$ cat src/hw/rtl/bmcc_pkg.sv
package bmcc_pkg;

    localparam int TIME_W = 32;
    localparam int NOW_W  = 32;
    localparam int CFG_W  = 20;
    localparam int IDX_W  = 3;
    localparam int CMP_W  = (TIME_W > CFG_W) ? TIME_W : CFG_W;

    typedef logic [TIME_W-1:0] t_time;

    // register indexes
    localparam logic [IDX_W-1:0] CFG_HOLD_MS      = 3'd0;
    localparam logic [IDX_W-1:0] CFG_STUCK_MS     = 3'd1;
    localparam logic [IDX_W-1:0] CFG_FLASH_ON_MS  = 3'd2;
    localparam logic [IDX_W-1:0] CFG_FLASH_OFF_MS = 3'd3;
    localparam logic [IDX_W-1:0] CFG_FLASH_PULSES = 3'd4;
    localparam logic [IDX_W-1:0] CFG_FLASH_ENABLE = 3'd5;

    // register reset values
    localparam logic [15:0] RST_HOLD_MS      = 16'd300;
    localparam logic [19:0] RST_STUCK_MS     = 20'd10000;
    localparam logic [15:0] RST_FLASH_ON_MS  = 16'd100;
    localparam logic [15:0] RST_FLASH_OFF_MS = 16'd100;
    localparam logic [3:0]  RST_FLASH_PULSES = 4'd3;
    localparam logic        RST_FLASH_ENABLE = 1'b1;

    // motor cut machine
    localparam logic [1:0] CUT_RELEASED = 2'd0;
    localparam logic [1:0] CUT_CUT      = 2'd1;
    localparam logic [1:0] CUT_HOLD     = 2'd2;

    // flash machine
    localparam logic [1:0] FL_IDLE  = 2'd0;
    localparam logic [1:0] FL_ON    = 2'd1;
    localparam logic [1:0] FL_OFF   = 2'd2;
    localparam logic [1:0] FL_SOLID = 2'd3;

    typedef struct packed {
        logic braking;
        logic motor_cut;
        logic ever_braked;
        logic brake_stuck;
        logic flash_blank;
    } t_result;

    function automatic t_time elapsed(input t_time now, input t_time since);
        elapsed = now - since;
    endfunction

    // elapsed >= limit, both zero-extended to a common width
    function automatic logic time_ge(input t_time el, input logic [CFG_W-1:0] lim);
        logic [CMP_W-1:0] a;
        logic [CMP_W-1:0] b;
        a = CMP_W'(el);
        b = CMP_W'(lim);
        time_ge = (a >= b);
    endfunction

endpackage

$ cat src/hw/rtl/bmcc_if.sv
interface bmcc_in_if;
    import bmcc_pkg::*;

    logic             valid;
    logic             ready;
    logic [NOW_W-1:0] now_ms;
    logic             brake_front;
    logic             brake_rear;

    modport source (output valid, output now_ms, output brake_front, output brake_rear,
                    input ready);
    modport sink   (input valid, input now_ms, input brake_front, input brake_rear,
                    output ready);
endinterface

interface bmcc_out_if;
    logic valid;
    logic ready;
    logic braking;
    logic motor_cut;
    logic ever_braked;
    logic brake_stuck;
    logic flash_blank;

    modport source (output valid, output braking, output motor_cut, output ever_braked,
                    output brake_stuck, output flash_blank, input ready);
    modport sink   (input valid, input braking, input motor_cut, input ever_braked,
                    input brake_stuck, input flash_blank, output ready);
endinterface

interface bmcc_cfg_if;
    import bmcc_pkg::*;

    logic             valid;
    logic             ready;
    logic [IDX_W-1:0] index;
    logic [CFG_W-1:0] data;

    modport source (output valid, output index, output data, input ready);
    modport sink   (input valid, input index, input data, output ready);
endinterface

$ cat src/hw/rtl/brake_motor_cut_controller_top.sv
// Brake / motor-cut controller. Each input beat is one update tick (ms timestamp plus
// front and rear lever levels) and yields exactly one result beat, computed in the
// same cycle the beat is taken and held in an output register backed by a one-entry
// skid stage. One beat per cycle is sustained while the output is not stalled. The input
// stalls only when both the output and skid registers are full. Configuration writes
// are always accepted (ready held high); unknown indexes are ignored. Elapsed times
// wrap modulo 2^TIME_W.
module brake_motor_cut_controller_top (
    input  logic       i_clk,
    input  logic       i_rst_n,
    bmcc_in_if.sink    i_in,
    bmcc_cfg_if.sink   i_cfg,
    bmcc_out_if.source o_out
);
    import bmcc_pkg::*;

    // configuration
    logic [15:0] r_hold_ms;
    logic [19:0] r_stuck_ms;
    logic [15:0] r_flash_on_ms;
    logic [15:0] r_flash_off_ms;
    logic [3:0]  r_flash_pulses;
    logic        r_flash_enable;

    // tick state
    logic [1:0] r_cut_mode,    n_cut_mode;
    t_time      r_hold_start,  n_hold_start;
    t_time      r_brake_start, n_brake_start;
    logic       r_was_braking;
    logic       r_ever,        n_ever;
    logic [1:0] r_flash_mode,  n_flash_mode;
    logic [3:0] r_pulses_left, n_pulses_left;
    t_time      r_flash_start, n_flash_start;

    // output register and skid
    logic    r_out_valid;
    t_result r_out;
    logic    r_skid_valid;
    t_result r_skid;

    t_time   now;
    logic    braking;
    logic    onset;
    logic    in_fire;
    logic    stall;
    t_result res;

    assign i_cfg.ready = 1'b1;
    assign i_in.ready  = !r_skid_valid;
    assign in_fire     = i_in.valid && i_in.ready;
    assign stall       = r_out_valid && !o_out.ready;

    always_ff @(posedge i_clk) begin
        if (!i_rst_n) begin
            r_hold_ms      <= RST_HOLD_MS;
            r_stuck_ms     <= RST_STUCK_MS;
            r_flash_on_ms  <= RST_FLASH_ON_MS;
            r_flash_off_ms <= RST_FLASH_OFF_MS;
            r_flash_pulses <= RST_FLASH_PULSES;
            r_flash_enable <= RST_FLASH_ENABLE;
        end else if (i_cfg.valid) begin
            case (i_cfg.index)
                CFG_HOLD_MS:      r_hold_ms      <= i_cfg.data[15:0];
                CFG_STUCK_MS:     r_stuck_ms     <= i_cfg.data[19:0];
                CFG_FLASH_ON_MS:  r_flash_on_ms  <= i_cfg.data[15:0];
                CFG_FLASH_OFF_MS: r_flash_off_ms <= i_cfg.data[15:0];
                CFG_FLASH_PULSES: r_flash_pulses <= i_cfg.data[3:0];
                CFG_FLASH_ENABLE: r_flash_enable <= i_cfg.data[0];
                default: ;
            endcase
        end
    end

    always_comb begin
        now     = t_time'(i_in.now_ms);
        braking = i_in.brake_front || i_in.brake_rear;
        onset   = braking && !r_was_braking;

        n_brake_start = onset ? now : r_brake_start;
        n_ever        = r_ever || onset;

        n_flash_mode  = r_flash_mode;
        n_pulses_left = r_pulses_left;
        n_flash_start = r_flash_start;
        if (onset && r_flash_enable) begin
            n_flash_mode  = FL_ON;
            n_pulses_left = r_flash_pulses;
            n_flash_start = now;
        end

        if (!r_flash_enable || !braking) begin
            n_flash_mode = FL_IDLE;
        end else begin
            case (n_flash_mode)
                FL_ON: begin
                    if (time_ge(elapsed(now, n_flash_start), CFG_W'(r_flash_on_ms))) begin
                        n_flash_start = now;
                        n_pulses_left = n_pulses_left - 4'd1;   // 0 wraps to 15
                        n_flash_mode  = (n_pulses_left == 4'd0) ? FL_SOLID : FL_OFF;
                    end
                end
                FL_OFF: begin
                    if (time_ge(elapsed(now, n_flash_start), CFG_W'(r_flash_off_ms))) begin
                        n_flash_start = now;
                        n_flash_mode  = FL_ON;
                    end
                end
                default: ;
            endcase
        end

        n_cut_mode   = r_cut_mode;
        n_hold_start = r_hold_start;
        case (r_cut_mode)
            CUT_CUT: begin
                if (!braking) begin
                    n_cut_mode   = CUT_HOLD;
                    n_hold_start = now;
                end
            end
            CUT_HOLD: begin
                if (braking) begin
                    n_cut_mode = CUT_CUT;
                end else if (time_ge(elapsed(now, r_hold_start), CFG_W'(r_hold_ms))) begin
                    n_cut_mode = CUT_RELEASED;
                end
            end
            default: begin
                n_cut_mode = braking ? CUT_CUT : CUT_RELEASED;
            end
        endcase

        res.braking     = braking;
        res.motor_cut   = (n_cut_mode != CUT_RELEASED);
        res.ever_braked = n_ever;
        res.brake_stuck = braking && time_ge(elapsed(now, n_brake_start), r_stuck_ms);
        res.flash_blank = (n_flash_mode == FL_OFF);
    end

    always_ff @(posedge i_clk) begin
        if (!i_rst_n) begin
            r_cut_mode    <= CUT_RELEASED;
            r_hold_start  <= '0;
            r_brake_start <= '0;
            r_was_braking <= 1'b0;
            r_ever        <= 1'b0;
            r_flash_mode  <= FL_IDLE;
            r_pulses_left <= '0;
            r_flash_start <= '0;
        end else if (in_fire) begin
            r_cut_mode    <= n_cut_mode;
            r_hold_start  <= n_hold_start;
            r_brake_start <= n_brake_start;
            r_was_braking <= braking;
            r_ever        <= n_ever;
            r_flash_mode  <= n_flash_mode;
            r_pulses_left <= n_pulses_left;
            r_flash_start <= n_flash_start;
        end
    end

    // output register with skid: a beat arriving while the output stalls parks in skid
    always_ff @(posedge i_clk) begin
        if (!i_rst_n) begin
            r_out_valid  <= 1'b0;
            r_skid_valid <= 1'b0;
        end else if (stall) begin
            if (in_fire) begin
                r_skid_valid <= 1'b1;
            end
        end else if (r_skid_valid) begin
            r_out_valid  <= 1'b1;
            r_skid_valid <= 1'b0;
        end else begin
            r_out_valid <= in_fire;
        end
    end

    always_ff @(posedge i_clk) begin
        if (stall) begin
            if (in_fire) begin
                r_skid <= res;
            end
        end else if (r_skid_valid) begin
            r_out <= r_skid;
        end else if (in_fire) begin
            r_out <= res;
        end
    end

    assign o_out.valid       = r_out_valid;
    assign o_out.braking     = r_out.braking;
    assign o_out.motor_cut   = r_out.motor_cut;
    assign o_out.ever_braked = r_out.ever_braked;
    assign o_out.brake_stuck = r_out.brake_stuck;
    assign o_out.flash_blank = r_out.flash_blank;

endmodule
$ cat src/flat_wrapper.sv
// flat-port wrapper written by rule: the top's interface ports become plain ports
module brake_motor_cut_controller_top_flat import bmcc_pkg::*;
  (i_clk, i_rst_n, i_in_valid, i_in_now_ms, i_in_brake_front, i_in_brake_rear, i_in_ready, i_cfg_valid, i_cfg_index, i_cfg_data, i_cfg_ready, o_out_valid, o_out_braking, o_out_motor_cut, o_out_ever_braked, o_out_brake_stuck, o_out_flash_blank, o_out_ready);
  bmcc_in_if i_in_i ();
  bmcc_cfg_if i_cfg_i ();
  bmcc_out_if o_out_i ();
  input  logic i_clk;
  input  logic i_rst_n;
  input wire logic [$bits(i_in_i.valid)-1:0] i_in_valid;
  input wire logic [$bits(i_in_i.now_ms)-1:0] i_in_now_ms;
  input wire logic [$bits(i_in_i.brake_front)-1:0] i_in_brake_front;
  input wire logic [$bits(i_in_i.brake_rear)-1:0] i_in_brake_rear;
  output wire logic [$bits(i_in_i.ready)-1:0] i_in_ready;
  input wire logic [$bits(i_cfg_i.valid)-1:0] i_cfg_valid;
  input wire logic [$bits(i_cfg_i.index)-1:0] i_cfg_index;
  input wire logic [$bits(i_cfg_i.data)-1:0] i_cfg_data;
  output wire logic [$bits(i_cfg_i.ready)-1:0] i_cfg_ready;
  output wire logic [$bits(o_out_i.valid)-1:0] o_out_valid;
  output wire logic [$bits(o_out_i.braking)-1:0] o_out_braking;
  output wire logic [$bits(o_out_i.motor_cut)-1:0] o_out_motor_cut;
  output wire logic [$bits(o_out_i.ever_braked)-1:0] o_out_ever_braked;
  output wire logic [$bits(o_out_i.brake_stuck)-1:0] o_out_brake_stuck;
  output wire logic [$bits(o_out_i.flash_blank)-1:0] o_out_flash_blank;
  input wire logic [$bits(o_out_i.ready)-1:0] o_out_ready;
  assign i_in_i.valid = i_in_valid;
  assign i_in_i.now_ms = i_in_now_ms;
  assign i_in_i.brake_front = i_in_brake_front;
  assign i_in_i.brake_rear = i_in_brake_rear;
  assign i_in_ready = i_in_i.ready;
  assign i_cfg_i.valid = i_cfg_valid;
  assign i_cfg_i.index = i_cfg_index;
  assign i_cfg_i.data = i_cfg_data;
  assign i_cfg_ready = i_cfg_i.ready;
  assign o_out_valid = o_out_i.valid;
  assign o_out_braking = o_out_i.braking;
  assign o_out_motor_cut = o_out_i.motor_cut;
  assign o_out_ever_braked = o_out_i.ever_braked;
  assign o_out_brake_stuck = o_out_i.brake_stuck;
  assign o_out_flash_blank = o_out_i.flash_blank;
  assign o_out_i.ready = o_out_ready;
  brake_motor_cut_controller_top u_core (.i_clk(i_clk), .i_rst_n(i_rst_n), .i_in(i_in_i), .i_cfg(i_cfg_i), .o_out(o_out_i));
endmodule
$ cat config.mk
export PLATFORM = sky130hd
export DESIGN_NAME = brake_motor_cut_controller_top_flat
export DESIGN_NICKNAME = d
export VERILOG_FILES = /design/src/hw/rtl/bmcc_pkg.sv /design/src/hw/rtl/bmcc_if.sv /design/src/hw/rtl/brake_motor_cut_controller_top.sv /design/src/flat_wrapper.sv
export SDC_FILE = /design/constraint.sdc
export NUM_CORES = 1
export LEC_CHECK = 0
export CAP_MARGIN = 20
export CORE_MARGIN = 5
export CORE_UTILIZATION = 46
export DETAILED_ROUTE_END_ITERATION = 6
export DONT_BUFFER_PORTS = 1
export HOLD_SLACK_MARGIN = 0.05
export SLEW_MARGIN = 20
export SYNTH_ARGS = -nofsm -noshare
export SYNTH_HDL_FRONTEND = slang
export SYNTH_SLANG_ARGS = --single-unit
$ cat constraint.sdc
create_clock -name i_clk -period 6.3 [get_ports i_clk]
set_clock_uncertainty 0.15 [all_clocks]
set_input_delay 0.315 -clock i_clk [delete_from_list [all_inputs] [get_ports i_clk]]
set_output_delay 0.315 -clock i_clk [all_outputs]
set_load 0.01 [all_outputs]
==> results list <==
* Register-to-register setup slack: 500 ps
- The clock net in this run drives a total of 191 sinks.
- The core region is 0.03362 mm².
* Flip-flop and latch count after synthesis: 191
- Clock-pin slew was measured on the worst setup and hold paths at 80 ps.
- Vertical extent of the die: 194.8 µm
- Sequential share of the synthesized area: 0.2498
- The net count of the finished layout is 2,271.
* Crit path DAT: 5850 ps
- Worst slack after detailed placement: 219.6 ps
- Counting every net in the synthesized netlist gives 2,265.
- CTS tree: yes
- Leakage Power: 6.712 nW
- The routed layout has 15,100 vias.
* Root buffer cell: clkbuf_16
- The first routing iteration left 1,067 violations.
- In the final timing run, aggregate negative setup slack is 0 ps.
- Power density relative to cell area: 228.0 mW/mm²
- In this run the mean area of a mapped cell was 7.683 µm².
- Clock insertion delay at the later pin of the skew report: 470 ps
- HPWL reported at the end of detailed placement: 35.27 mm
* Count of standard-cell rows: 67
- Headroom to the max-slew limit came out at 0.2849.
* Critical path endpoint: u_core.o_out.brake_stuck
* Worst hold-check path type: in -> reg
- Worst reg2reg path depth: 24
- The worst setup path is captured at a register.
- Floorplan die area: 0.03794 mm²
- Most common flop cell mapped by yosys: dfxtp_1
- The detail route stage leaves a number of antenna-violating nets equal to 0.
* Effective utilization at floorplan: 0.4672
- Final cycle utilization of the critical path: 0.9206
* Routed wirelength normalized by instance count: 20.24 µm
* Ratio of cells with drive above 1 in the final layout: 0.05381
* TritonCTS buffer count: 17
* Crit start category: register
- Setup violations remaining at the end of the flow were counted as 0.
- Terminus of the critical flop-to-flop path: u_core.o_out.brake_stuck
* P&R area growth vs syn: 10.40%
* Most common library cell in the layout ignoring fill and taps: nand2_1
* Port Buf Inserts: 0
* Result of the run: completed
* Number of flops mapped to enable cells by yosys: 10
- Antenna violations before repair: 2
- Number of instances in the synthesized netlist: 2,044
- Routability-driven placement finished with a final weighted congestion of 0.9400.
- Wire length of the first global-routing pass: 79.36 mm
- Pin placement for this block handled 70 I/O pins.
* Maximum level of the CTS H-tree: 4
* Overall Global Routing Usage: 0.2610
- Critical Setup Path Class: reg -> reg
- Setup slack after layout: 500.2 ps
- The top cell types in the final layout, fill and taps aside, are nand2_1, dfxtp_1, ha_1.
- Post-CTS setup repair buffer count: 0
* CP required: 6350 ps
- Wires add up to 50.87 mm.
- Synthesis Warnings: 0
* Via count of the first global-routing pass: 14,100
* Post-layout minimum cycle time: 5800 ps
- Global routing finished with a remaining overflow of 0.
- Slew at the pin with the worst max-slew slack: 1070 ps
* Width of the die: 194.8 µm
- Max Fclk: 172.4 MHz
- The final hold violation count is 0.
* Critical R2R Launch: u_core.r_was_braking
- For this run, design rule violations remaining after detail routing come to 0.
* Proportion of synthesized flip-flops having asynchronous set or reset: 0
- The most critical setup path has its startpoint at u_core.r_was_braking.
- Iteration count of the initial detailed-routing pass: 6
- The design draws 3.952 mW.
- In this run, distinct cell masters in the synthesized netlist total 88.
* Peak supply drop: 0.2123 mV
- The count of final max-slew check failures is 0.
- Via density: 6.010
* Count of max-cap constraint violations: 0
- Maximum number of pins on one net before global-route repair: 183
* Layout Utilization: 0.5158
* Summed instance area of the synthesized netlist: 0.01571 mm²
- Setup repair after global routing left no endpoint under its margin.
- Counting along the longest clock path gives a buffer depth of 2.
* Critical path fanouts, max: 5
-- state kept, by name, summed over array words and instances (netlist names), 5 cells and up --
signal                 flops
u_core.r_flash_start      32
u_core.r_stuck_ms         20
u_core.r_hold_start       32
u_core.r_hold_ms          16
u_core.r_skid              5
u_core.r_brake_start      32
u_core.r_flash_on_ms      16
u_core.r_flash_off_ms     16
-- synthesized netlist by cell type, types with 39 or more instances --
library cell	number	area, µm²
a21boi_0	122	915.9
a21o_1	52	390.4
a21oi_1	118	590.6
clkbuf_1	81	304.0
dfxtp_1	181	3623
ha_1	157	1964
inv_1	140	525.5
mux2i_1	67	670.6
nand2_1	365	1370
nor2_1	88	330.3
o21a_1	41	307.8
o21ai_0	92	460.4
xnor2_1	39	341.6
-- power by group --
part / internal, mW / switching [mW] / leakage, nW / total [mW]
combinational: 0.613 / 0.887 / 4.85 / 1.50
sequential: 1.27 / 0.0367 / 1.57 / 1.31
clock: 0.546 / 0.595 / 0.295 / 1.14
total: 2.43 / 1.52 / 6.71 / 3.95
-- cells by family after synthesis --
group,synth area share
AOI/OAI and AO/OA,0.2746
adders and majority gates,0.1289
muxes,0.04700
xor gates and xnor gates,0.03983
other,0.0002388
and+or+nand+nor,0.1993
DFF,0.2498
buffers and inverters,0.06031
-- metrics by stage --
step | hold WS [ps] | instance area, µm² | std cells
after global routing | 66.85 | 17330 | 2511
final | 77.13 | 17340 | 2513
after CTS | 63.37 | 17300 | 2511
after detailed placement | 272.0 | 16070 | 2418
after floorplan | 282.0 | 15710 | 2044
after global placement | 266.7 | 16060 | 2418
-- area by class of cell --
type,instances,area (µm²)
Antenna cell,2,5.005
Clock buffer,18,439.2
Clock inverter,14,167.7
Fill cell,3284,16280
Inverter,140,525.5
Multi-Input combinational cell,1614,10900
Sequential cell,191,3924
Tap cell,448,560.5
Timing Repair Buffer,86,819.5
-- what timing repair did --
item	in CTS	in global routing
setup endpoints to repair	0	14
hold buffers	61	0
gates resized for setup	0	7
hold endpoints to repair	181	0
-- how the worst min path moves through the flow --
| stage | from | to | slack (ps) | depth (start not counted) |
|---|---|---|---|---|
| after global routing | i_cfg_index[1] | u_core.r_flash_pulses[1] | 70 | 3 |
| after CTS | i_cfg_index[1] | u_core.r_flash_pulses[1] | 60 | 3 |
| after global placement | i_rst_n | u_core.r_flash_pulses[0] | 270 | 1 |
| final | i_cfg_index[1] | u_core.r_flash_pulses[1] | 80 | 3 |
| after detailed placement | i_rst_n | u_core.r_flash_pulses[1] | 270 | 1 |
| after floorplan | u_core.r_ever | u_core.r_ever | 280 | 1 |
-- per-layer routing --
metal | vias up | track usage | part of all wire
met5 | - | 0 | 0
met4 | 0 | 0.05793 | 0.018
met3 | 69 | 0.04363 | 0.078
met2 | 518 | 0.4148 | 0.45
met1 | 7231 | 0.3732 | 0.46
li1 | 7284 | - | -
-- worst max-delay path, cell delays in order (launching register included) --
cell       delay (ps)
dfxtp_1           310
inv_1             130
nand2_2           170
o21ai_0           210
ha_1              210
inv_1              60
fa_1              400
a21o_1            170
a21oi_1           260
o21ai_0           170
a31oi_2           300
o211ai_1          190
or2_2             320
a21o_1            180
a21oi_1           170
xnor2_1           140
ha_1              260
nand3_1           110
nor4_1             60
or4_1             500
nor4_1            290
o2111ai_1         200
nor4_2            210
o2111a_1          280
o31ai_1            80
Note: power is estimated with default switching activity, not from simulation.
